[src/rtl/core/psgm_pkg.sv]
// ----------------------------------------------------------------------------
// psgm_pkg
// Shared types and constants for the per-sender sequence gap monitor.
// ----------------------------------------------------------------------------
`default_nettype none

package psgm_pkg;

  localparam int ADDR_W = 64;
  localparam int SEQ_W  = 32;
  localparam int TIME_W = 32;

  // entries in the queue between the front and the back
  localparam int QUEUE_DEPTH = 2;

  // one classified word as it travels from the front to the back
  typedef struct packed {
    logic [ADDR_W-1:0] addr_high;
    logic [ADDR_W-1:0] addr_low;
    logic              ok;
    logic [SEQ_W-1:0]  seq;
    logic [TIME_W-1:0] delay;
  } item_t;

endpackage

`default_nettype wire

[src/rtl/core/psgm_front.sv]
// ----------------------------------------------------------------------------
// psgm_front
// Input stage: accept a report, compute its delay and stage it for the queue.
// ----------------------------------------------------------------------------
`default_nettype none

module psgm_front (
  input  wire logic                       clk,
  input  wire logic                       rst,
  input  wire logic                       in_valid,
  output logic                            in_ready,
  input  wire logic [psgm_pkg::ADDR_W-1:0] source_address_high,
  input  wire logic [psgm_pkg::ADDR_W-1:0] source_address_low,
  input  wire logic                       parse_valid,
  input  wire logic [psgm_pkg::SEQ_W-1:0]  sequence_number,
  input  wire logic [psgm_pkg::TIME_W-1:0] send_time,
  input  wire logic [psgm_pkg::TIME_W-1:0] receive_time,
  output logic                            push_valid,
  input  wire logic                       push_ready,
  output psgm_pkg::item_t                 push_item
);
  import psgm_pkg::*;

  logic  stage_valid;
  item_t stage_item;
  logic  accept;

  assign in_ready   = !stage_valid || push_ready;
  assign accept     = in_valid && in_ready;
  assign push_valid = stage_valid;
  assign push_item  = stage_item;

  always_ff @(posedge clk) begin
    if (rst) begin
      stage_valid <= 1'b0;
    end else if (accept) begin
      stage_valid <= 1'b1;
    end else if (push_ready) begin
      stage_valid <= 1'b0;
    end
  end

  always_ff @(posedge clk) begin
    if (accept) begin
      stage_item.addr_high <= source_address_high;
      stage_item.addr_low  <= source_address_low;
      stage_item.ok        <= parse_valid;
      stage_item.seq       <= sequence_number;
      // zero the delay of a report whose payload did not parse
      stage_item.delay     <= parse_valid ? (receive_time - send_time) : '0;
    end
  end

endmodule

`default_nettype wire

[config.mk]
export PLATFORM = sky130hd
export DESIGN_NAME = psgm_front
export DESIGN_NICKNAME = d
export VERILOG_FILES = /design/src/rtl/core/psgm_pkg.sv /design/src/rtl/core/psgm_front.sv
export SDC_FILE = /design/constraint.sdc
export NUM_CORES = 1
export LEC_CHECK = 0
export BUFFER_PORTS_ARGS = -buffer_cell sky130_fd_sc_hd__buf_2
export CAP_MARGIN = 15
export CORE_AREA = 2 2 163 165
export DETAILED_ROUTE_END_ITERATION = 10
export DIE_AREA = 0 0 165 167
export GPL_ROUTABILITY_DRIVEN = 1
export MAX_ROUTING_LAYER = met4
export PLACE_DENSITY = 0.6
export SYNTH_ARGS = -nofsm -noshare
export SYNTH_HDL_FRONTEND = slang
export SYNTH_SLANG_ARGS = --single-unit
[constraint.sdc]
create_clock -name clk -period 10.1 [get_ports clk]
set_clock_uncertainty 0.1 [all_clocks]
set_input_delay 0.505 -clock clk [delete_from_list [all_inputs] [get_ports clk]]
set_output_delay 0.505 -clock clk [all_outputs]
set_load 0.03 [all_outputs]
# Word-level counts from Yosys, hierarchy flattened

Index checks and enable logic that the tools add are counted.
W data, S select, Z words.

Register bits: 194
Input port bits: 229
Output and inout port bits: 195
Logic and storage cells: 13

Add/subtract/negate cells: 1
Mux-type cells: 2
Reduce and logical (&&, ||, !) cells: 4

Operators by type and width:

| cell                | number |
|---|---|
| $sub A32 B32 Y32    | 1 |
| $mux W1             | 2 |
| $reduce_bool A2 Y1  | 1 |
| $logic_and A1 B1 Y1 | 1 |
| $logic_not A1 Y1    | 1 |
| $logic_or A1 B1 Y1  | 1 |

# Depth between registers and ports, before layout

Gate-level depths: netlist (run 1).

Depth after elaboration: 4
Depth in mapped cells: 10

# Worst setup path after synthesis (run 1)

Ideal clock, no wire load.

Path type: input port to flip-flop
From: input push_ready
To: register stage_item, in the netlist push_item[0] (enable)
Stages: 2
Arrival time: 5.281 ns
Library setup time: 0.576 ns
Path slack: 4.143 ns
Path through: nand2b_1 -> and2_1

Cells in the longest elaborated chain, start to end: 2

RTL lines:

| element             | line             | text |
|---|---|---|
| start: declaration  | psgm_front.sv:19 | `input wire logic push_ready,` |
| $logic_or A1 B1 Y1  | psgm_front.sv:28 | `assign in_ready = !stage_valid \|\| push_ready;` |
| $logic_and A1 B1 Y1 | psgm_front.sv:29 | `assign accept = in_valid && in_ready;` |
| net accept          | psgm_front.sv:26 | `logic accept;` |
| end: declaration    | psgm_front.sv:25 | `item_t stage_item;` |

The timed path passes the listed nets, and every way through them passes these cells.
A chain may end at the register's enable or synchronous reset.

# Worst setup path after layout (run 1)

From: input send_time[0] (netlist bit)
To: register stage_item, in the netlist push_item[28], data pin

Cells in the longest elaborated chain, start to end: 1

RTL lines:

| element            | line             | text |
|---|---|---|
| start: declaration | psgm_front.sv:16 | `input wire logic [psgm_pkg::TIME_W-1:0] send_time,` |
| $sub A32 B32 Y32   | psgm_front.sv:50 | `stage_item.delay <= parse_valid ? (receive_time - send_time) : '0;` |

No other way between the ends.

==> qor.yml, run 1 <==
critical_path:
  setup_slack_of_the_most_critical_reg_to_reg_path_ps: 7570
  critical_path_required_ps: 10270
  critPathLaunchType: "primary input"
  worstPathCellList: "buf_2, ha_1, fa_1, nand2b_1, a21oi_1, a31oi_1, o41ai_2, nand4_1, o211ai_1, mux2i_1"
  worstPathMaxFanout: 5
  worst_setup_path_end_kind: "flop"
  ff2ff_path_depth: 3
  worst_path_dominant_cell_family: "compound AO/OA/AOI/OAI gates"
  crit_path_largest_cell_delay_ps: 590
  crit-reg2reg-launch: "push_valid$_SDFFE_PP0P_"
  crit_path_kind: "in2reg"
  cp_num_buf_inv: 1
  critPathArrivalTime_ps: 3070
  crit_path_top_delay_cell: "o41ai_2"
  worstReg2RegEnd: "push_item[157]$_DFFE_PP_"
synthesis:
  synth_area_per_cell_sq_um: 15.3
  synth.yosys.seq_area_share_pct: 74.2
  ys_types: 51
  total_of_flip_flops_plus_latches_after_synthesis: 194
  yosys_most_used_dff: "edfxtp_1"
  number_of_enable_flip_flop_cells_after_synthesis: 193
  syn_inst: 513
  synth-async-reset-ratio_pct: 0
  ys.warnings.count: 0
  netlist_area_pre_place_sq_um: 7840
  syn-num-nets: 774
power_and_ir_drop:
  design_power_total_w: 0.00200
  seqPwrFrac_pct: 48.1
  clkPwrFrac_pct: 34.1
  power.switching_w: 0.000598
  swShare_pct: 29.8
  power.static_leakage_nw: 4.87
  internal_power_w: 0.00141
  powerDensity_nw_per_um2: 182
  vdd_drop_max_mv: 0.145
  p_comb_share_pct: 17.8
hold_path:
  type_of_the_most_critical_hold_path: "in2reg"
  min_to: "push_valid$_SDFFE_PP0P_"
  hold_path.startpoint: "rst"
  hold_path_depth: 2
clock_network:
  clock_insertion_delay_worst_skew_ps: 420
  path_clk_slew_ps: 80
  cts.path.max_buffers: 2
  cts_htree_levels: 4
  numCtsBuffers: 17
  post-cts-setup-buffers: 0
  tritoncts_clock_tree: "done"
  cts_sinks: 194
  cts-root-buf: "clkbuf_16"
  post_cts_hold_buffer_count: 0
  post_cts.resized_instances: 0
sta:
  tightestPinTransition_ps: 1020
  maxSlewHeadroom_pct: 32.2
  final_number_of_hold_violating_endpoints: 0
  rsz0062_at_grt: "no"
  pins_over_slew_limit: 0
  achievable-frequency_mhz: 345
  finalCriticalPeriod_ps: 2900
  setup-violations-final: 0
  finalSetupTns_ps: 0
  post-route-period-util_pct: 28.7
  setup_ws_ps: 7200
detailed_routing:
  dr.first_iter.drc_count: 373
  total_number_of_vias: 5783
  count_of_tritonroute_iterations_in_the_first_routing_pass: 5
  route.detailed.drc: 0
  drt-wirelength-per-cell_um: 19.3
  detail_route.vias_per_cell: 4.43
  antenna_left: 0
  route.final.wire_length_um: 25100
global_route:
  first_global_vias: 5701
  track_usage_pct: 18.2
  grt_first_pass_wirelength_um: 35100
  maximum_number_of_pins_on_one_net_before_global_route_repair: 83
  antenna_violations_before_repair: 14
  gr_ovfl_total: 0
place:
  detailed_place_hpwl_um: 20500
  dp_cells: 1261
  io_buffer_count: 423
  setup_slack_placement_ps: 6750
  gpl.final_weighted_congestion: 0.856
floorplanning:
  die_h_um: 167
  floorplan.io_pins: 424
  die-area_sq_um: 27600
  num_rows: 59
  start_util_pct: 30.4
  core-area_sq_um: 25800
  die_w_um: 165
final_layout:
  layout.core_utilization_pct: 42.6
  combined_area_of_the_multi_input_logic_cells_sq_um: 1820
  ff_latch_area_sq_um: 5820
  post_route_cells_drive_above_1_share_pct: 48.7
  nNetsFinal: 1206
  fill_cells: 2439
  areaGrowthSynthToFinish_pct: 40.1
  fin_cells: 1304
outcome:
  run_status: "complete, no violations"
flow_run:
  max_cap_violations: 0
## area by class of cell
type                    instances  area share (%)
inverters                      42            1.44
clock buffers                  17            3.87
repair buffers                425            19.4
clock inverters                15            1.67
multi-input cells             265            16.6
diodes                         11           0.251
well taps                     335            3.82
flip-flops and latches        194            53.0
## state kept, by name, summed over array words and instances, names as in the netlist
signal,cells
push_item,193
push_valid,1
## worst register-to-register path: stages (launching register included)
cell and delay, ps:
dfxtp_1 310, nand2b_1 170, and2_4 590, buf_4 910
## synthesized netlist by cell type, drive strengths merged (2+ instances only)
library cell | count | area share, %
a211oi | 2 | 0.26
a21boi | 2 | 0.19
a21o | 12 | 1.2
a21oi | 41 | 2.7
a221oi | 2 | 0.22
a31oi | 4 | 0.32
and2 | 4 | 0.32
and3 | 2 | 0.16
buf | 5 | 0.30
clkbuf | 7 | 0.34
edfxtp | 193 | 74
ha | 31 | 4.9
inv | 42 | 2.0
mux2i | 3 | 0.38
nand2 | 24 | 1.1
nand2b | 6 | 0.48
nand3 | 6 | 0.38
nand4 | 6 | 0.48
nor2 | 40 | 1.9
nor2b | 2 | 0.16
nor3 | 4 | 0.26
o2111ai | 2 | 0.22
o211ai | 4 | 0.38
o21a | 4 | 0.40
o21ai | 17 | 1.1
o21bai | 5 | 0.48
o221ai | 2 | 0.30
o31ai | 4 | 0.38
o41ai | 2 | 0.32
or3 | 2 | 0.18
xnor2 | 9 | 1.0
xor2 | 14 | 1.6
## routing by layer
| layer | global-route usage (%) | up-vias | part of all wire, % |
|---|---|---|---|
| li1 | - | 2795 | - |
| met1 | 19.2 | 2737 | 37 |
| met2 | 31.4 | 225 | 54 |
| met3 | 5.38 | 26 | 7.5 |
| met4 | 7.49 | 0 | 1.9 |
| met5 | - | - | 0 |
## placed cells by master, fill, tap and decap left out, types with 6 or more instances in the layout
cell type | netlist | routed
xor2_1 | 14 | 14
a21o_1 | 11 | 11
nand2b_1 | 6 | 6
buf_2 | 4 | 423
a21oi_1 | 40 | 40
o21ai_0 | 17 | 17
nand4_1 | 6 | 6
nand3_1 | 6 | 6
edfxtp_1 | 193 | 193
diode_2 | 0 | 11
xnor2_1 | 9 | 9
clkbuf_16 | 0 | 17
ha_1 | 31 | 31
nand2_1 | 24 | 24
inv_1 | 41 | 41
nor2_1 | 40 | 40
## kinds of logic after synthesis
kind of cell             count (synthesis)  share of synthesized area [%]
flip-flops                             194                           74.2
XOR/XNOR                                23                           2.57
AND/OR/NAND/NOR                         99                           5.76
buffers and inverters                   54                           2.65
AO/OA/AOI/OAI                          107                           9.08
multiplexers                             4                          0.574
adder cells (fa/ha/maj)                 32                           5.20
## through the flow
| stage | hold slack (ps) | instance area [sq um] |
|---|---|---|
| 2_1_floorplan | 474 | 7840 |
| 3_3_place_gp | 504 | 10300 |
| 3_5_place_dp | 495 | 10300 |
| 4_1_cts | 107 | 11000 |
| 5_1_grt | 110 | 11000 |
| 6_report | 134 | 11000 |
## worst max-delay path by stage
| stage | startpoint | end | slack [ps] | depth (start not counted) |
|---|---|---|---|---|
| 2_1_floorplan | push_ready | push_item[0]$_SDFFCE_PN0P_ | 4140 | 2 |
| 3_3_place_gp | send_time[0] | push_item[28]$_SDFFCE_PN0P_ | 6830 | 10 |
| 3_5_place_dp | send_time[0] | push_item[28]$_SDFFCE_PN0P_ | 6750 | 10 |
| 4_1_cts | send_time[0] | push_item[28]$_SDFFCE_PN0P_ | 7210 | 10 |
| 5_1_grt | send_time[0] | push_item[28]$_SDFFCE_PN0P_ | 7060 | 10 |
| 6_report | send_time[0] | push_item[28]$_SDFFCE_PN0P_ | 7200 | 10 |
## power by group through the flow
| stage | clock [W] | sequential, W | combinational (W) |
|---|---|---|---|
| 3_3_place_gp | 0 | 0.000981 | 0.000356 |
| 4_1_cts | 0.000701 | 0.000964 | 0.000359 |
| 3_5_place_dp | 0 | 0.000982 | 0.000359 |
| 2_1_floorplan | 0 | 0.00110 | 0.000119 |
| 5_1_grt | 0.000735 | 0.000969 | 0.000385 |
| 6_report | 0.000683 | 0.000963 | 0.000357 |
(Power assumes the default switching activity.)
==> run 2: changes to the inputs <==
Settings changed: CORE_AREA 2 2 163 165 to 2 2 164 166, DIE_AREA 0 0 165 167 to 0 0 166 168, PLACE_DENSITY 0.6 to 0.62.
Clock period 10.1 ns to 2.4 ns, I/O delays scaled along.
==> run 2 against run 1 <==
Compared with the run above:
- die area up 1.2%
- global-route usage up 1.2 points
- critical path depth up 1
- clock power rose to 4.3 times the previous value
- non-clock buffer count up 224
- design area up 19%
- setup slack worse by 7000 ps
- core utilization up 7.2 points
- sequential share of layout area down 8.6 points
- first-iteration DRC count up 34%
==> qor.yml, run 2 (same netlist as run 1, synthesis figures left out) <==
floorplanning:
  start_util_pct: 29.8  # was 30.4%
  num_rows: 60  # was 59
  die_h_um: 168  # was 167 um
  die_w_um: 166  # was 165 um
  core-area_sq_um: 26400  # was 25800 sq um
  die-area_sq_um: 27900  # was 27600 sq um
  floorplan.io_pins: 424  # unchanged
sta:
  achievable-frequency_mhz: 454
  maxSlewHeadroom_pct: 68.5  # was 32.2%
  finalSetupTns_ps: 0  # unchanged
  setup-violations-final: 0  # unchanged
  finalCriticalPeriod_ps: 2200
  final_number_of_hold_violating_endpoints: 0  # unchanged
  post-route-period-util_pct: 91.7
  rsz0062_at_grt: "no"  # unchanged
  tightestPinTransition_ps: 467  # was 1020 ps
  setup_ws_ps: 198  # was 7200 ps
  pins_over_slew_limit: 0  # unchanged
critical_path:
  crit_path_top_delay_cell: "fa_1"  # was o41ai_2
  critical_path_required_ps: 2480  # was 10270 ps
  worstPathCellList: "buf_2, ha_1, fa_1, nand2b_1, a21oi_2, a31oi_2, o41ai_2, buf_4, nand4_1, o211ai_1, mux2i_1"  # was buf_2, ha_1, fa_1, nand2b_1, a21oi_1, a31oi_1, o41ai_2, nand4_1, o211ai_1, mux2i_1
  critPathLaunchType: "primary input"  # unchanged
  crit_path_kind: "in2reg"  # unchanged
  worst_setup_path_end_kind: "flop"  # unchanged
  critPathArrivalTime_ps: 2280  # was 3070 ps
  worstPathMaxFanout: 5  # unchanged
  crit_path_largest_cell_delay_ps: 400  # was 590 ps
place:
  setup_slack_placement_ps: -322  # was 6750 ps
  gpl.final_weighted_congestion: 0.905  # was 0.856
  io_buffer_count: 423  # unchanged
  detailed_place_hpwl_um: 20500  # about the same
  dp_cells: 1328  # was 1261
  placedInstanceArea_sq_um: 10800  # was 10300 sq um
final_layout:
  fin_cells: 1533  # was 1304
  areaGrowthSynthToFinish_pct: 67.4  # was 40.1%
  largest_reg_flops: 193  # unchanged
  layout.cells.most_common: "buf_2"  # unchanged
  nNetsFinal: 1430  # was 1206
  most-common-layout-cells: "buf_2, edfxtp_1, dlygate4sd3_1"  # was buf_2, edfxtp_1, inv_1
  post_route_cells_drive_above_1_share_pct: 45.0  # was 48.7%
  design_area_sq_um: 13100  # was 11000 sq um
global_route:
  grt_first_pass_wirelength_um: 39600  # was 35100 um
  track_usage_pct: 19.3  # was 18.2%
  first_global_vias: 6850  # was 5701
  maximum_number_of_pins_on_one_net_before_global_route_repair: 55  # was 83
  gr_ovfl_total: 0  # unchanged
  antenna_violations_before_repair: 11  # was 14
clock_network:
  cts_sinks: 194  # unchanged
  numCtsBuffers: 17  # unchanged
  clock_insertion_delay_worst_skew_ps: 420  # about the same
  cts_htree_levels: 4  # unchanged
  post-cts-setup-buffers: 0  # unchanged
  tritoncts_clock_tree: "done"  # unchanged
  cts.path.max_buffers: 2  # unchanged
  cts-root-buf: "clkbuf_16"  # unchanged
  path_clk_slew_ps: 90  # was 80 ps
detailed_routing:
  drt-wirelength-per-cell_um: 17.7  # was 19.3 um
  total_number_of_vias: 6768  # was 5783
  count_of_tritonroute_iterations_in_the_first_routing_pass: 4  # was 5
  dr.first_iter.drc_count: 498  # was 373
  route.detailed.drc: 0  # unchanged
  antenna_left: 0  # unchanged
  route.final.wire_length_um: 27100  # was 25100 um
  detail_route.vias_per_cell: 4.41  # was 4.43
power_and_ir_drop:
  power.static_leakage_nw: 5.85  # was 4.87 nW
  seqPwrFrac_pct: 45.9  # was 48.1%
  internal_power_w: 0.00620  # was 0.00141 W
  design_power_total_w: 0.00885  # was 0.00200 W
  p_comb_share_pct: 21.2  # was 17.8%
  vdd_drop_max_mv: 0.428  # was 0.145 mV
  powerDensity_nw_per_um2: 675  # was 182 nW/um^2
  clkPwrFrac_pct: 32.9  # was 34.1%
  power.switching_w: 0.00265  # was 0.000598 W
  swShare_pct: 30.0  # was 29.8%
outcome:
  run_status: "complete, no violations"  # unchanged
hold_path:
  type_of_the_most_critical_hold_path: "in2reg"  # unchanged
flow_run:
  max_cap_violations: 0  # unchanged
[run 2: layer usage]
metal,routed length (um),GRT usage [%],vias to the layer above
met5,0,-,-
met4,477,6.24,0
met3,1690,3.93,38
met2,14300,33.8,284
met1,10600,22.3,3202
li1,-,-,3244
[run 2: path summary, 6_finish.rpt]
kind                                         startpoint                     endpoint  slack [ps]  depth (start not counted)
worst min-delay path                       send_time[0]   push_item[0]$_SDFFCE_PN0P_          50                          3
worst max register to register  push_valid$_SDFFE_PP0P_      push_item[79]$_DFFE_PP_         740                          3
worst min register to register  push_valid$_SDFFE_PP0P_      push_item[80]$_DFFE_PP_         760                          2
worst max-delay path                       send_time[0]  push_item[28]$_SDFFCE_PN0P_         200                         11
[run 2: through the flow]
step           hold WS (ps)  utilization, %
2_1_floorplan          79.4               -
3_3_place_gp            168            41.2
3_5_place_dp            168            41.2
4_1_cts                36.3            49.7
5_1_grt                58.5            49.8
6_report               54.5            49.8
[run 2: timing repair]
action                     CTS  global route
setup endpoints to repair    0             2
hold buffers               163             0
gates resized for setup      0             2
hold endpoints to repair   162             0
[run 2: cell type report]
type,count,area [sq um]
Timing Repair Buffer,649,4250
Tap cell,341,427
Inverter,42,158
Clock buffer,18,429
Antenna cell,10,25.0
Sequential cell,194,5820
Multi-Input combinational cell,265,1840
Fill cell,2340,13200
Clock inverter,14,180
[run 2: power groups by stage]
stage,registers (W),clock network (W),logic (W)
floorplan,0.00458,0,0.000505
global placement,0.00413,0,0.00162
detailed placement,0.00414,0,0.00163
CTS,0.00406,0.00298,0.00187
global route,0.00408,0.00311,0.00201
finish,0.00406,0.00291,0.00188
[run 2: critical path: cells and delay by family]
kind / cells / cell delay (ps)
simple gates: 2 / 290
fa+ha+maj: 2 / 630
buf+inv: 2 / 270
compound gates: 4 / 860
mux: 1 / 100
