--- src/rtl/core/psgm_pkg.sv ---
// ----------------------------------------------------------------------------
// psgm_pkg
// Shared types and constants for the per-sender sequence gap monitor.
// ----------------------------------------------------------------------------
`default_nettype none

package psgm_pkg;

  localparam int ADDR_W = 64;
  localparam int SEQ_W  = 32;
  localparam int TIME_W = 32;

  // entries in the queue between the front and the back
  localparam int QUEUE_DEPTH = 2;

  // one classified word as it travels from the front to the back
  typedef struct packed {
    logic [ADDR_W-1:0] addr_high;
    logic [ADDR_W-1:0] addr_low;
    logic              ok;
    logic [SEQ_W-1:0]  seq;
    logic [TIME_W-1:0] delay;
  } item_t;

endpackage

`default_nettype wire

--- src/rtl/core/psgm_queue.sv ---
// ----------------------------------------------------------------------------
// psgm_queue
// Short FIFO that decouples the front from the back.
// ----------------------------------------------------------------------------
`default_nettype none

module psgm_queue (
  input  wire logic      clk,
  input  wire logic      rst,
  input  wire logic      push_valid,
  output logic           push_ready,
  input  psgm_pkg::item_t push_item,
  output logic           pop_valid,
  input  wire logic      pop_ready,
  output psgm_pkg::item_t pop_item
);
  import psgm_pkg::*;

  localparam int PTR_W = (QUEUE_DEPTH > 1) ? $clog2(QUEUE_DEPTH) : 1;
  localparam int CNT_W = $clog2(QUEUE_DEPTH + 1);

  item_t            entries [QUEUE_DEPTH];
  logic [PTR_W-1:0] wr_ptr;
  logic [PTR_W-1:0] rd_ptr;
  logic [CNT_W-1:0] count;
  logic             do_push;
  logic             do_pop;

  assign push_ready = (count != CNT_W'(QUEUE_DEPTH));
  assign pop_valid  = (count != '0);
  assign pop_item   = entries[rd_ptr];
  assign do_push    = push_valid && push_ready;
  assign do_pop     = pop_valid && pop_ready;

  always_ff @(posedge clk) begin
    if (rst) begin
      wr_ptr <= '0;
      rd_ptr <= '0;
      count  <= '0;
    end else begin
      if (do_push) begin
        wr_ptr <= (wr_ptr == PTR_W'(QUEUE_DEPTH - 1)) ? '0 : wr_ptr + 1'b1;
      end
      if (do_pop) begin
        rd_ptr <= (rd_ptr == PTR_W'(QUEUE_DEPTH - 1)) ? '0 : rd_ptr + 1'b1;
      end
      if (do_push && !do_pop) begin
        count <= count + 1'b1;
      end else if (!do_push && do_pop) begin
        count <= count - 1'b1;
      end
    end
  end

  always_ff @(posedge clk) begin
    if (do_push) begin
      entries[wr_ptr] <= push_item;
    end
  end

endmodule

`default_nettype wire

--- config.mk ---
export PLATFORM = sky130hd
export DESIGN_NAME = psgm_queue
export DESIGN_NICKNAME = d
export VERILOG_FILES = /design/src/rtl/core/psgm_pkg.sv /design/src/rtl/core/psgm_queue.sv
export SDC_FILE = /design/constraint.sdc
export NUM_CORES = 1
export LEC_CHECK = 0
export BUFFER_PORTS_ARGS = -buffer_cell sky130_fd_sc_hd__buf_2
export CORE_MARGIN = 1
export CORE_UTILIZATION = 35
export DETAILED_ROUTE_END_ITERATION = 10
export GPL_TIMING_DRIVEN = 0
export PLACE_DENSITY = 0.56
export REMOVE_ABC_BUFFERS = 1
export SYNTH_ARGS = -nofsm -noshare
export SYNTH_HDL_FRONTEND = slang
export SYNTH_SLANG_ARGS = --single-unit
--- constraint.sdc ---
create_clock -name clk -period 6 [get_ports clk]
set_input_delay 0.3 -clock clk [delete_from_list [all_inputs] [get_ports clk]]
set_output_delay 0.3 -clock clk [all_outputs]
set_load 0.005 [all_outputs]
* Word-level counts from Yosys, hierarchy flattened *
Memory sizes are Yosys's and may differ from the RTL's. A register that Yosys moved wholly into a read port is not among the register bits.
Cells that the tools add are included.

word-level totals
  register bits after elaboration = 4
  latch bits = 0
  bits in writable memories = 386
  memory bits (read-only) = 0
  word-level logic and storage cells = 25
  memories kept = 1

memory list
  memory   words  bits a word  read ports  clocked after memory_dff  wr ports  RTL line          text
  entries  2      193          1           1                         1         psgm_queue.sv:22  item_t entries [QUEUE_DEPTH];

cells by class
  add/subtract/negate cells = 4
  multiply operators = 0
  divide/modulo/power cells = 0
  $lt $le $gt $ge = 0
  eq/ne operators = 1
  shift-type cells = 0
  multiplexer cells = 8
  bitwise logic cells = 0
  reductions and logical operators = 8

operator list
  kind                                               number
  two-way mux 1 bit                                  6
  logical AND 1 bit                                  4
  two-way mux 2 bit                                  2
  nonzero test 2 bit                                 2
  adder 1 bit (second input constant)                2
  adder 2 x 1 -> 2 bit (second input constant)       1
  logical NOT 1 bit                                  2
  != test 2 bit (second input constant)              1
  subtractor 2 x 1 -> 2 bit (second input constant)  1

* Depth between registers and ports, before layout *
Gate-level depths: netlist (run 1).

  depth in word-level cells = 6
  depth in mapped cells = 6
  depth with buffers taken out = 6

* Least setup slack after synthesis (run 1) *
OpenSTA, ideal clock, no wires.

  path type = reg-to-reg
  from = register count[0]
  to = memory entries[1][0] in the netlist's numbering, enable pin
  library setup time = 0.578 ns
  arrival time = 5.061 ns
  path slack = 0.361 ns
  stages on the path, launching flop included = 3
  path buffers = 0
  clock period less this slack = 5.639 ns
  cells stage by stage = dfxtp_1 nand2b_1 and3_1

on the way
  word-level cells in the longest chain between the ends = 4

ends and longest elaborated chain
  what                                     RTL line          text
  start, declared                          psgm_queue.sv:25  logic [CNT_W-1:0] count;
  start signal, assigned                   psgm_queue.sv:48  count <= count + 1'b1;
  start signal, assigned                   psgm_queue.sv:50  count <= count - 1'b1;
  != test 2 bit                            psgm_queue.sv:29  assign push_ready = (count != CNT_W'(QUEUE_DEPTH));
  net push_ready                           psgm_queue.sv:11  output logic push_ready,
  logical AND 1 bit                        psgm_queue.sv:32  assign do_push = push_valid && push_ready;
  two-way mux 1 bit                        psgm_queue.sv:56  if (do_push) begin
  two-way mux 1 bit (not written as such)  psgm_queue.sv:57  entries[wr_ptr] <= push_item;
  end, declared                            psgm_queue.sv:22

The timed path passes the listed nets, and every way through them passes these cells.

==> flow_summary.json, run 1 <==
{
  "grt_pass1_wl_mm": 46.0,
  "grt_use_met2_pct": 25.1,
  "layout.cells.non_filler": 1797,
  "initial_core_util_pct": 35.6,
  "p_comb_share_pct": 21.5,
  "hpwl_mm": 19.2,
  "power_frac_clock_pct": 34.4,
  "cts.sinks": 391,
  "coreArea_um2": 39900,
  "fin_skew_ns": 0.0181,
  "synth_area_leaders": "edfxtp_1, mux2_2, buf_6",
  "firstDrtPassIters": 4,
  "power_frac_seq_pct": 44.1,
  "status": "completed",
  "clk_pin_slew_ns": 0.05,
  "period_needed_ns": 2.70,
  "min_from": "push_valid",
  "finalSetupViolations": 0,
  "vias": 7924,
  "worst_r2r_endpoint": "entries[0][107]$_DFFE_PP_",
  "grtUsageMet3_pct": 4.94,
  "synth_most_common_cell": "edfxtp_1",
  "grt_pass1_vias": 8546,
  "r2r_start": "count[0]$_SDFFE_PP0P_",
  "root_buffer": "clkbuf_16",
  "p_total_w": 0.00795,
  "postCtsHoldBufs": 194,
  "cap_violations": 0,
  "vdd_drop_max_mv": 0.280,
  "track_usage_pct": 14.5,
  "ant_nets": 0,
  "r2r_setup_slack_ns": 3.63,
  "tightest_slew_ns": 0.759,
  "grt_util_met1_pct": 16.4,
  "end_kind": "output port",
  "async_flop_share_pct": 0,
  "ios": 392,
  "p_int_w": 0.00601,
  "post_cts_buffers": 0,
  "final_util_pct": 50.7,
  "synthFlopType": "edfxtp_1",
  "synth_cell_types": 19,
  "synth-edff-count": 386,
  "die_area_um2": 41400,
  "tritoncts": "done",
  "cellLeakagePower_nw": 7.54,
  "regArea_um2": 11700,
  "routed_wl_mm": 30.5,
  "cp_max_fo": 62,
  "hold_end": "wr_ptr$_SDFFE_PP0P_",
  "place_congestion": 0.711,
  "final_nets": 1437,
  "hold_viol_final": 0,
  "cp.required_ns": 5.70,
  "whs_ns": 0.0905,
  "reg2reg_depth": 4,
  "htreeDepth": 2,
  "antenna_found_initial": 3,
  "clockBufferDepth": 3,
  "cts_inserted_buffers": 42,
  "io_buffers": 391,
  "whs_path_depth": 3,
  "synth.top_cell.area_share_pct": 81.6,
  "synth_top_area_cell": "edfxtp_1",
  "power_density_nw_per_um2": 393,
  "critical_path_class": "register to output port",
  "drtIter0Drc": 264,
  "multi_input_area_um2": 2300,
  "area_delta_synth_final_pct": 42.4,
  "drc": 0,
  "period_share_pct": 45.0,
  "clk_latency_ns": 0.55,
  "grt_overflow": 0,
  "crit_arrival_ns": 2.40,
  "avgSynthCellArea_um2": 22.8,
  "fp.dieH_um": 203,
  "synth_common_cells": "edfxtp_1, mux2_2, buf_6",
  "synth_seq_area_share_pct": 82.3,
  "die_x_um": 203,
  "p_sw_w": 0.00194,
  "synth_area_um2": 14200,
  "worstSetupStartpointType": "register",
  "final.setup.tns_ns": 0,
  "grt_max_degree": 100,
  "synth_warnings": 0,
  "max_clock_freq_ghz": 0.371,
  "viasPerCell": 4.41,
  "sw_frac_of_total_pct": 24.4,
  "wl_per_cell_um": 17.0,
  "floorplan.rows": 73,
  "drive_gt1_share_pct": 51.6,
  "finalMaxSlewViolations": 0,
  "ys_ff_latch": 391,
  "placedCellCount": 1526,
  "rsz0062_at_grt": "false",
  "hold_class": "primary input to register",
  "nFillCells": 3372,
  "cts_resized": 0,
  "max-slew-margin-rel_pct": 49.4,
  "busiest_layer": "met2",
  "synth_cells": 624
}
how the worst max path moves through the flow:
stage / start / to / slack [ns]
floorplan: count[0]$_SDFFE_PP0P_ / entries[1][0]$_DFFE_PP_ / 0.36
global placement: register / pop_item[116] / -3.03
detailed placement: count[0]$_SDFFE_PP0P_ / entries[0][111]$_DFFE_PP_ / 3.62
CTS: register / pop_item[139] / 3.21
global route: register / pop_item[145] / 3.15
finish: register / pop_item[139] / 3.30
worst max-delay path, stage by stage, from the launching register on:
cell	delay, ns
dfxtp_4	0.63
buf_16	0.31
buf_16	0.32
mux2_2	0.39
buf_2	0.14
power by group through the flow:
| stage | Combinational (W) | Sequential (W) | Clock (W) |
|---|---|---|---|
| final | 0.00171 | 0.00351 | 0.00273 |
| after global routing | 0.00186 | 0.00354 | 0.00292 |
| after CTS | 0.00176 | 0.00351 | 0.00281 |
| after detailed placement | 0.00164 | 0.00357 | 0 |
| after global placement | 0.00166 | 0.00386 | 0 |
| after floorplan | 0.000878 | 0.00371 | 0 |
sequential cells by signal, summed over array words and instances (netlist names), named ones only:
| signal | count |
|---|---|
| entries | 386 |
| count | 2 |
| rd_ptr | 1 |
| wr_ptr | 1 |
per-layer routing:
layer | routed length, um | part of all wire [%] | vias to the layer above
met5 | 0 | 0 | -
met4 | 691 | 2.3 | 0
met3 | 2350 | 7.7 | 42
met2 | 15300 | 50 | 244
met1 | 12100 | 40 | 3903
li1 | - | - | 3735
layout make-up:
class	instances	share of cell area, %
clock inverter	21	1.52
antenna	2	0.0247
multi-input combinational	211	11.4
inverter	1	0.0557
sequential	391	57.8
tap	525	3.25
clock buffer	54	5.74
timing repair buffer	592	20.2
stage by stage:
stage / setup WS (ns) / cell area [um2]
2_1_floorplan: 0.361 / 14000
3_3_place_gp: -3.03 / 16600
3_5_place_dp: 3.62 / 16800
4_1_cts: 3.21 / 20200
5_1_grt: 3.15 / 20200
6_report: 3.30 / 20200
kinds of logic after synthesis:
logic type	after synthesis	synth area share (%)
fa+ha+maj	1	0.0881
simple gates	9	0.353
buf+inv	22	1.55
xor+xnor	3	0.185
compound gates	5	0.211
flops	391	82.3
mux	193	15.3
cells in the final DEF (no fill, tap or decap), types with 2 or more instances in the layout:
| cell type | instances |
|---|---|
| edfxtp_1 | 386 |
| diode_2 | 2 |
| a21oi_1 | 2 |
| dfxtp_1 | 4 |
| clkinv_2 | 2 |
| clkinvlp_4 | 4 |
| buf_16 | 7 |
| clkbuf_1 | 9 |
| xor2_1 | 3 |
| dlygate4sd3_1 | 194 |
| bufinv_16 | 8 |
| buf_2 | 391 |
| clkbuf_16 | 45 |
| clkinv_1 | 7 |
| o21ai_0 | 2 |
| mux2_2 | 193 |
| nor2_1 | 3 |
(Power assumes the default switching activity.)
==> inputs of run 2 (changes only) <==
--- a/config.mk
+++ b/config.mk
@@ -5,6 +5,7 @@
 export SDC_FILE = /design/constraint.sdc
 export NUM_CORES = 1
 export LEC_CHECK = 0
+export ABC_AREA = 1
 export BUFFER_PORTS_ARGS = -buffer_cell sky130_fd_sc_hd__buf_2
 export CORE_MARGIN = 1
 export CORE_UTILIZATION = 35
==> constraint.sdc (replaced) <==
create_clock -name clk -period 2.3 [get_ports clk]
set_input_delay 0.115 -clock clk [delete_from_list [all_inputs] [get_ports clk]]
set_output_delay 0.115 -clock clk [all_outputs]
set_load 0.005 [all_outputs]
==> flow_summary.json, run 2 <==
{
  "finalMaxSlewViolations": 0,
  "drive_gt1_share_pct": 51.1,
  "ant_nets": 0,
  "power_density_nw_per_um2": 987,
  "firstDrtPassIters": 6,
  "worstSetupStartpointType": "register",
  "synthAdderAreaFrac_pct": 0.0880,
  "htreeDepth": 2,
  "period_share_pct": 95.6,
  "final_cell_mix": "buf_2, edfxtp_1, dlygate4sd3_1, mux2_2, clkbuf_16",
  "finalSetupViolations": 0,
  "drtIter0Drc": 292,
  "max_clock_freq_ghz": 0.455,
  "synth_most_common_cell": "edfxtp_1",
  "final_common_cell": "buf_2",
  "async_flop_share_pct": 0,
  "max-slew-margin-rel_pct": 57.6,
  "initial_core_util_pct": 35.6,
  "coreArea_um2": 39900,
  "worst-path-buf-inv": 3,
  "cellLeakagePower_nw": 7.65,
  "synth_top_family_by_area": "multiplexers",
  "synth_area_leaders": "edfxtp_1, mux2_2, buf_6",
  "synth_seq_area_share_pct": 82.2,
  "nFillCells": 3356,
  "die_x_um": 204,
  "antenna_found_initial": 0,
  "multi_input_area_um2": 2300,
  "avgSynthCellArea_um2": 22.3,
  "area_delta_synth_final_pct": 43.4,
  "tightest_slew_ns": 0.635,
  "synth_warnings": 0,
  "period_needed_ns": 2.20,
  "critPathMaxStageDelay_ns": 0.40,
  "critical_path_class": "register to output port",
  "ios": 392,
  "grt_pass1_vias": 8610,
  "root_buffer": "clkbuf_16",
  "cts_inserted_buffers": 42,
  "tritoncts": "done",
  "routed_wl_mm": 31.1,
  "place_congestion": 0.728,
  "floorplan.rows": 73,
  "drc": 0,
  "r2r_start": "count[0]$_SDFFE_PP0P_",
  "synth_mux_area_share_pct": 15.3,
  "end_kind": "output port",
  "synth_common_cells": "edfxtp_1, mux2_2, buf_6",
  "final.setup.tns_ns": 0,
  "hold_viol_final": 0,
  "wl_per_cell_um": 17.0,
  "regMostFlops": "entries",
  "ys_ff_latch": 391,
  "synth_compound_area_share_pct": 0.141,
  "diodes": 0,
  "clk_pin_slew_ns": 0.06,
  "clockBufferDepth": 3,
  "vdd_drop_max_mv": 0.652,
  "synth_cell_types": 14,
  "worstPathCellList": "buf_16, buf_16, mux2_2, buf_2",
  "synth-edff-count": 386,
  "track_usage_pct": 14.7,
  "design_area_um2": 20400,
  "fp.dieH_um": 204,
  "min_from": "push_valid",
  "layout.cells.non_filler": 1828,
  "cts_resized": 0,
  "cp.required_ns": 2.18,
  "regArea_um2": 11700,
  "whs_ns": 0.200,
  "grt_pass1_wl_mm": 46.6,
  "synth_area_um2": 14200,
  "cap_violations": 0,
  "place_area_um2": 17100,
  "rsz0062_at_grt": "false",
  "hold_class": "primary input to register",
  "synth_top_area_cell": "edfxtp_1",
  "final_util_pct": 51.1,
  "viasPerCell": 4.42,
  "vias": 8080,
  "cp_top_family": "buffers and inverters",
  "die_area_um2": 41400,
  "status": "completed",
  "synth-xor-area-share_pct": 0,
  "largest_register_ffs": 386,
  "cp_max_fo": 56,
  "crit_top_cell": "buf_16",
  "synth.top_cell.area_share_pct": 81.5,
  "clk_latency_ns": 0.55,
  "reg_top3": "entries (386), count (2)",
  "placedCellCount": 1551,
  "synthFlopType": "edfxtp_1",
  "crit_arrival_ns": 2.08,
  "io_buffers": 391,
  "cts.sinks": 391,
  "synth_cells": 637,
  "grt_max_degree": 57,
  "hpwl_mm": 20.3,
  "crit_slowest_cell": "mux2_2",
  "final_nets": 1469,
  "grt_overflow": 0,
  "synth-simple-area-share_pct": 0.537,
  "fin_skew_ns": 0.0154
}
==> run 2: repair_timing <==
item	in CTS	in global routing
gates cloned	1	0
hold buffers	195	0
pin swaps	2	1
buffers inserted	4	1
endpoints found under the setup margin	238	28
hold endpoints to repair	391	0
==> run 2: final timing paths <==
| path | to | slack [ns] | cells past startpoint |
|---|---|---|---|
| min reg2reg | rd_ptr$_SDFFE_PP0P_ | 0.51 | 2 |
| max reg2reg | entries[1][160]$_DFFE_PP_ | 0.18 | 8 |
| min | wr_ptr$_SDFFE_PP0P_ | 0.20 | 5 |
| max | pop_item[37] | 0.10 | 4 |
==> run 2: per-stage QoR <==
| stage | worst slack (ns) | power, W |
|---|---|---|
| after floorplan | -7.02 | 0.0114 |
| after global placement | -12.57 | 0.0115 |
| after detailed placement | -0.261 | 0.0136 |
| after CTS | 0.0330 | 0.0205 |
| after global routing | 0.0200 | 0.0210 |
| final | 0.102 | 0.0201 |
==> run 2: worst reg2reg max path: cells and delay by family, from the launching register on <==
kind	cells	cell delay [ns]
buffers and inverters	5	0.94
DFF	1	0.32
and+or+nand+nor	3	0.53
==> run 2: logic make-up after synthesis <==
kind of cell	after synthesis
AND/OR/NAND/NOR	19
multiplexers	193
adder cells (fa/ha/maj)	1
AO/OA/AOI/OAI	4
flip-flops	391
buffers and inverters	29
==> run 2: power by group <==
part	switching [W]	internal (W)	leakage, nW
registers	0.000196	0.00899	3.64
clock network	0.00262	0.00381	0.632
logic	0.00217	0.00234	3.37
total	0.00498	0.0151	7.65
==> run 2: cell type report <==
class,instances,share of cell area (%)
Tap cell,525,3.22
Timing Repair Buffer,610,21.6
Multi-Input combinational cell,218,11.3
Sequential cell,391,57.4
Clock buffer,59,5.62
Inverter,8,0.147
Clock inverter,17,0.773
==> run 2: layer usage <==
layer / global-route usage, % / share of wire, %
met2: 26.2 / 52
met5: 0 / 0
met1: 16.4 / 39
met4: 5.64 / 2.6
met3: 4.35 / 6.9
==> inputs of run 3 (changes only) <==
==> constraint.sdc (replaced) <==
create_clock -name clk -period 2.3 [get_ports clk]
set_input_delay 0.23 -clock clk [delete_from_list [all_inputs] [get_ports clk]]
set_output_delay 0.23 -clock clk [all_outputs]
set_load 0.005 [all_outputs]
==> flow_summary.json, run 3 (synthesis results as in run 2) <==
{
  "die_area_um2": 41400,
  "period_needed_ns": 2.20,
  "end_kind": "output port",
  "grt_pass1_wl_mm": 47.1,
  "diodes": 0,
  "cp_max_fo": 55,
  "coreArea_um2": 39900,
  "grt_pass1_vias": 8669,
  "floorplan.rows": 73,
  "final_common_cell": "buf_2",
  "track_usage_pct": 14.9,
  "max-slew-margin-rel_pct": 57.9,
  "cts.sinks": 391,
  "area_delta_synth_final_pct": 43.8,
  "cap_violations": 0,
  "initial_core_util_pct": 35.6,
  "htreeDepth": 2,
  "crit_arrival_ns": 1.97,
  "place_congestion": 0.728,
  "tightest_slew_ns": 0.631,
  "clk_latency_ns": 0.55,
  "root_buffer": "clkbuf_16",
  "critical_path_class": "register to output port",
  "period_share_pct": 95.5,
  "max_clock_freq_ghz": 0.455,
  "final.setup.worst_slack_ns": 0.103,
  "ant_nets": 0,
  "clk_pin_slew_ns": 0.06,
  "cellLeakagePower_nw": 7.68,
  "hold_class": "primary input to register",
  "fp.dieH_um": 204,
  "r2r_setup_slack_ns": 0.18,
  "vdd_drop_max_mv": 0.655,
  "worstSetupStartpointType": "register",
  "final_cell_mix": "buf_2, edfxtp_1, dlygate4sd3_1, mux2_2, clkbuf_16",
  "drive_gt1_share_pct": 51.2,
  "io_buffers": 391,
  "status": "completed",
  "largest_register_ffs": 386,
  "hold_viol_final": 0,
  "cts_inserted_buffers": 42,
  "cp.required_ns": 2.07,
  "hpwl_mm": 20.3,
  "finalMaxSlewViolations": 0,
  "finalSetupViolations": 0,
  "pre_cts_slack_ns": -0.261,
  "firstDrtPassIters": 4,
  "drtIter0Drc": 273,
  "clockBufferDepth": 3,
  "antenna_found_initial": 0,
  "viasPerCell": 4.45,
  "routed_wl_mm": 31.6,
  "drc": 0,
  "reg_top3": "entries (386), count (2)",
  "vias": 8146,
  "die_x_um": 204,
  "crit_slowest_cell": "mux2_2",
  "critPathMaxStageDelay_ns": 0.40,
  "final.setup.tns_ns": 0,
  "wl_per_cell_um": 17.3,
  "power_density_nw_per_um2": 989,
  "grt_overflow": 0,
  "fin_skew_ns": 0.0170,
  "worstPathCellList": "buf_4, buf_16, mux2_2, buf_2",
  "tritoncts": "done",
  "ios": 392,
  "regMostFlops": "entries",
  "final_nets": 1471,
  "grt_max_degree": 56,
  "rsz0062_at_grt": "false"
}
run 3: timing repair:
item,CTS,global route
gates cloned,3,0
pin swaps,2,1
gates resized for setup,1,0
hold buffers,195,0
endpoints found under the setup margin,241,28
hold endpoints to repair,391,0
buffers inserted,4,1
run 3: final timing paths:
kind | from | to | depth (start not counted)
min | push_valid | wr_ptr$_SDFFE_PP0P_ | 5
max | register | pop_item[184] | 4
min reg2reg | rd_ptr$_SDFFE_PP0P_ | rd_ptr$_SDFFE_PP0P_ | 2
max reg2reg | count[0]$_SDFFE_PP0P_ | entries[1][160]$_DFFE_PP_ | 8
run 3: area by class of cell:
class                      count  area [um2]
fill                        3352       19500
sequential                   391       11700
timing repair buffer         612        4460
multi-input combinational    218        2300
clock buffer                  59        1150
tap                          525         657
clock inverter                17         158
inverter                       8        30.0
run 3: worst max-delay path, delay by kind of cell (launching register included):
family / cells / cell delay, ns
buffers and inverters: 3 / 0.57
flip-flops: 1 / 0.38
multiplexers: 1 / 0.40
run 3: metrics by stage:
stage | util [%] | hold WS (ns) | area (um2) | total power (W) | std cells
floorplan | - | 0.329 | 14000 | 0.0114 | 616
global placement | 41.6 | 0.417 | 16600 | 0.0115 | 1532
detailed placement | 42.8 | 0.421 | 17100 | 0.0136 | 1551
CTS | 51.2 | 0.247 | 20400 | 0.0206 | 1829
global route | 51.2 | 0.313 | 20500 | 0.0211 | 1830
finish | 51.2 | 0.314 | 20500 | 0.0202 | 1830
run 3: power by group:
| group | switching [W] | total, W | leakage, nW | internal [W] |
|---|---|---|---|---|
| Combinational | 0.00220 | 0.00460 | 3.40 | 0.00240 |
| Clock | 0.00262 | 0.00643 | 0.632 | 0.00381 |
| Sequential | 0.000199 | 0.00919 | 3.64 | 0.00899 |
run 3: per-layer routing:
layer | GRT usage [%] | routed length (um) | vias to the layer above
li1 | - | - | 3813
met1 | 16.6 | 12200 | 4025
met2 | 26.7 | 16400 | 256
met3 | 4.43 | 2260 | 52
met4 | 5.56 | 790 | 0
met5 | 0 | 0 | -
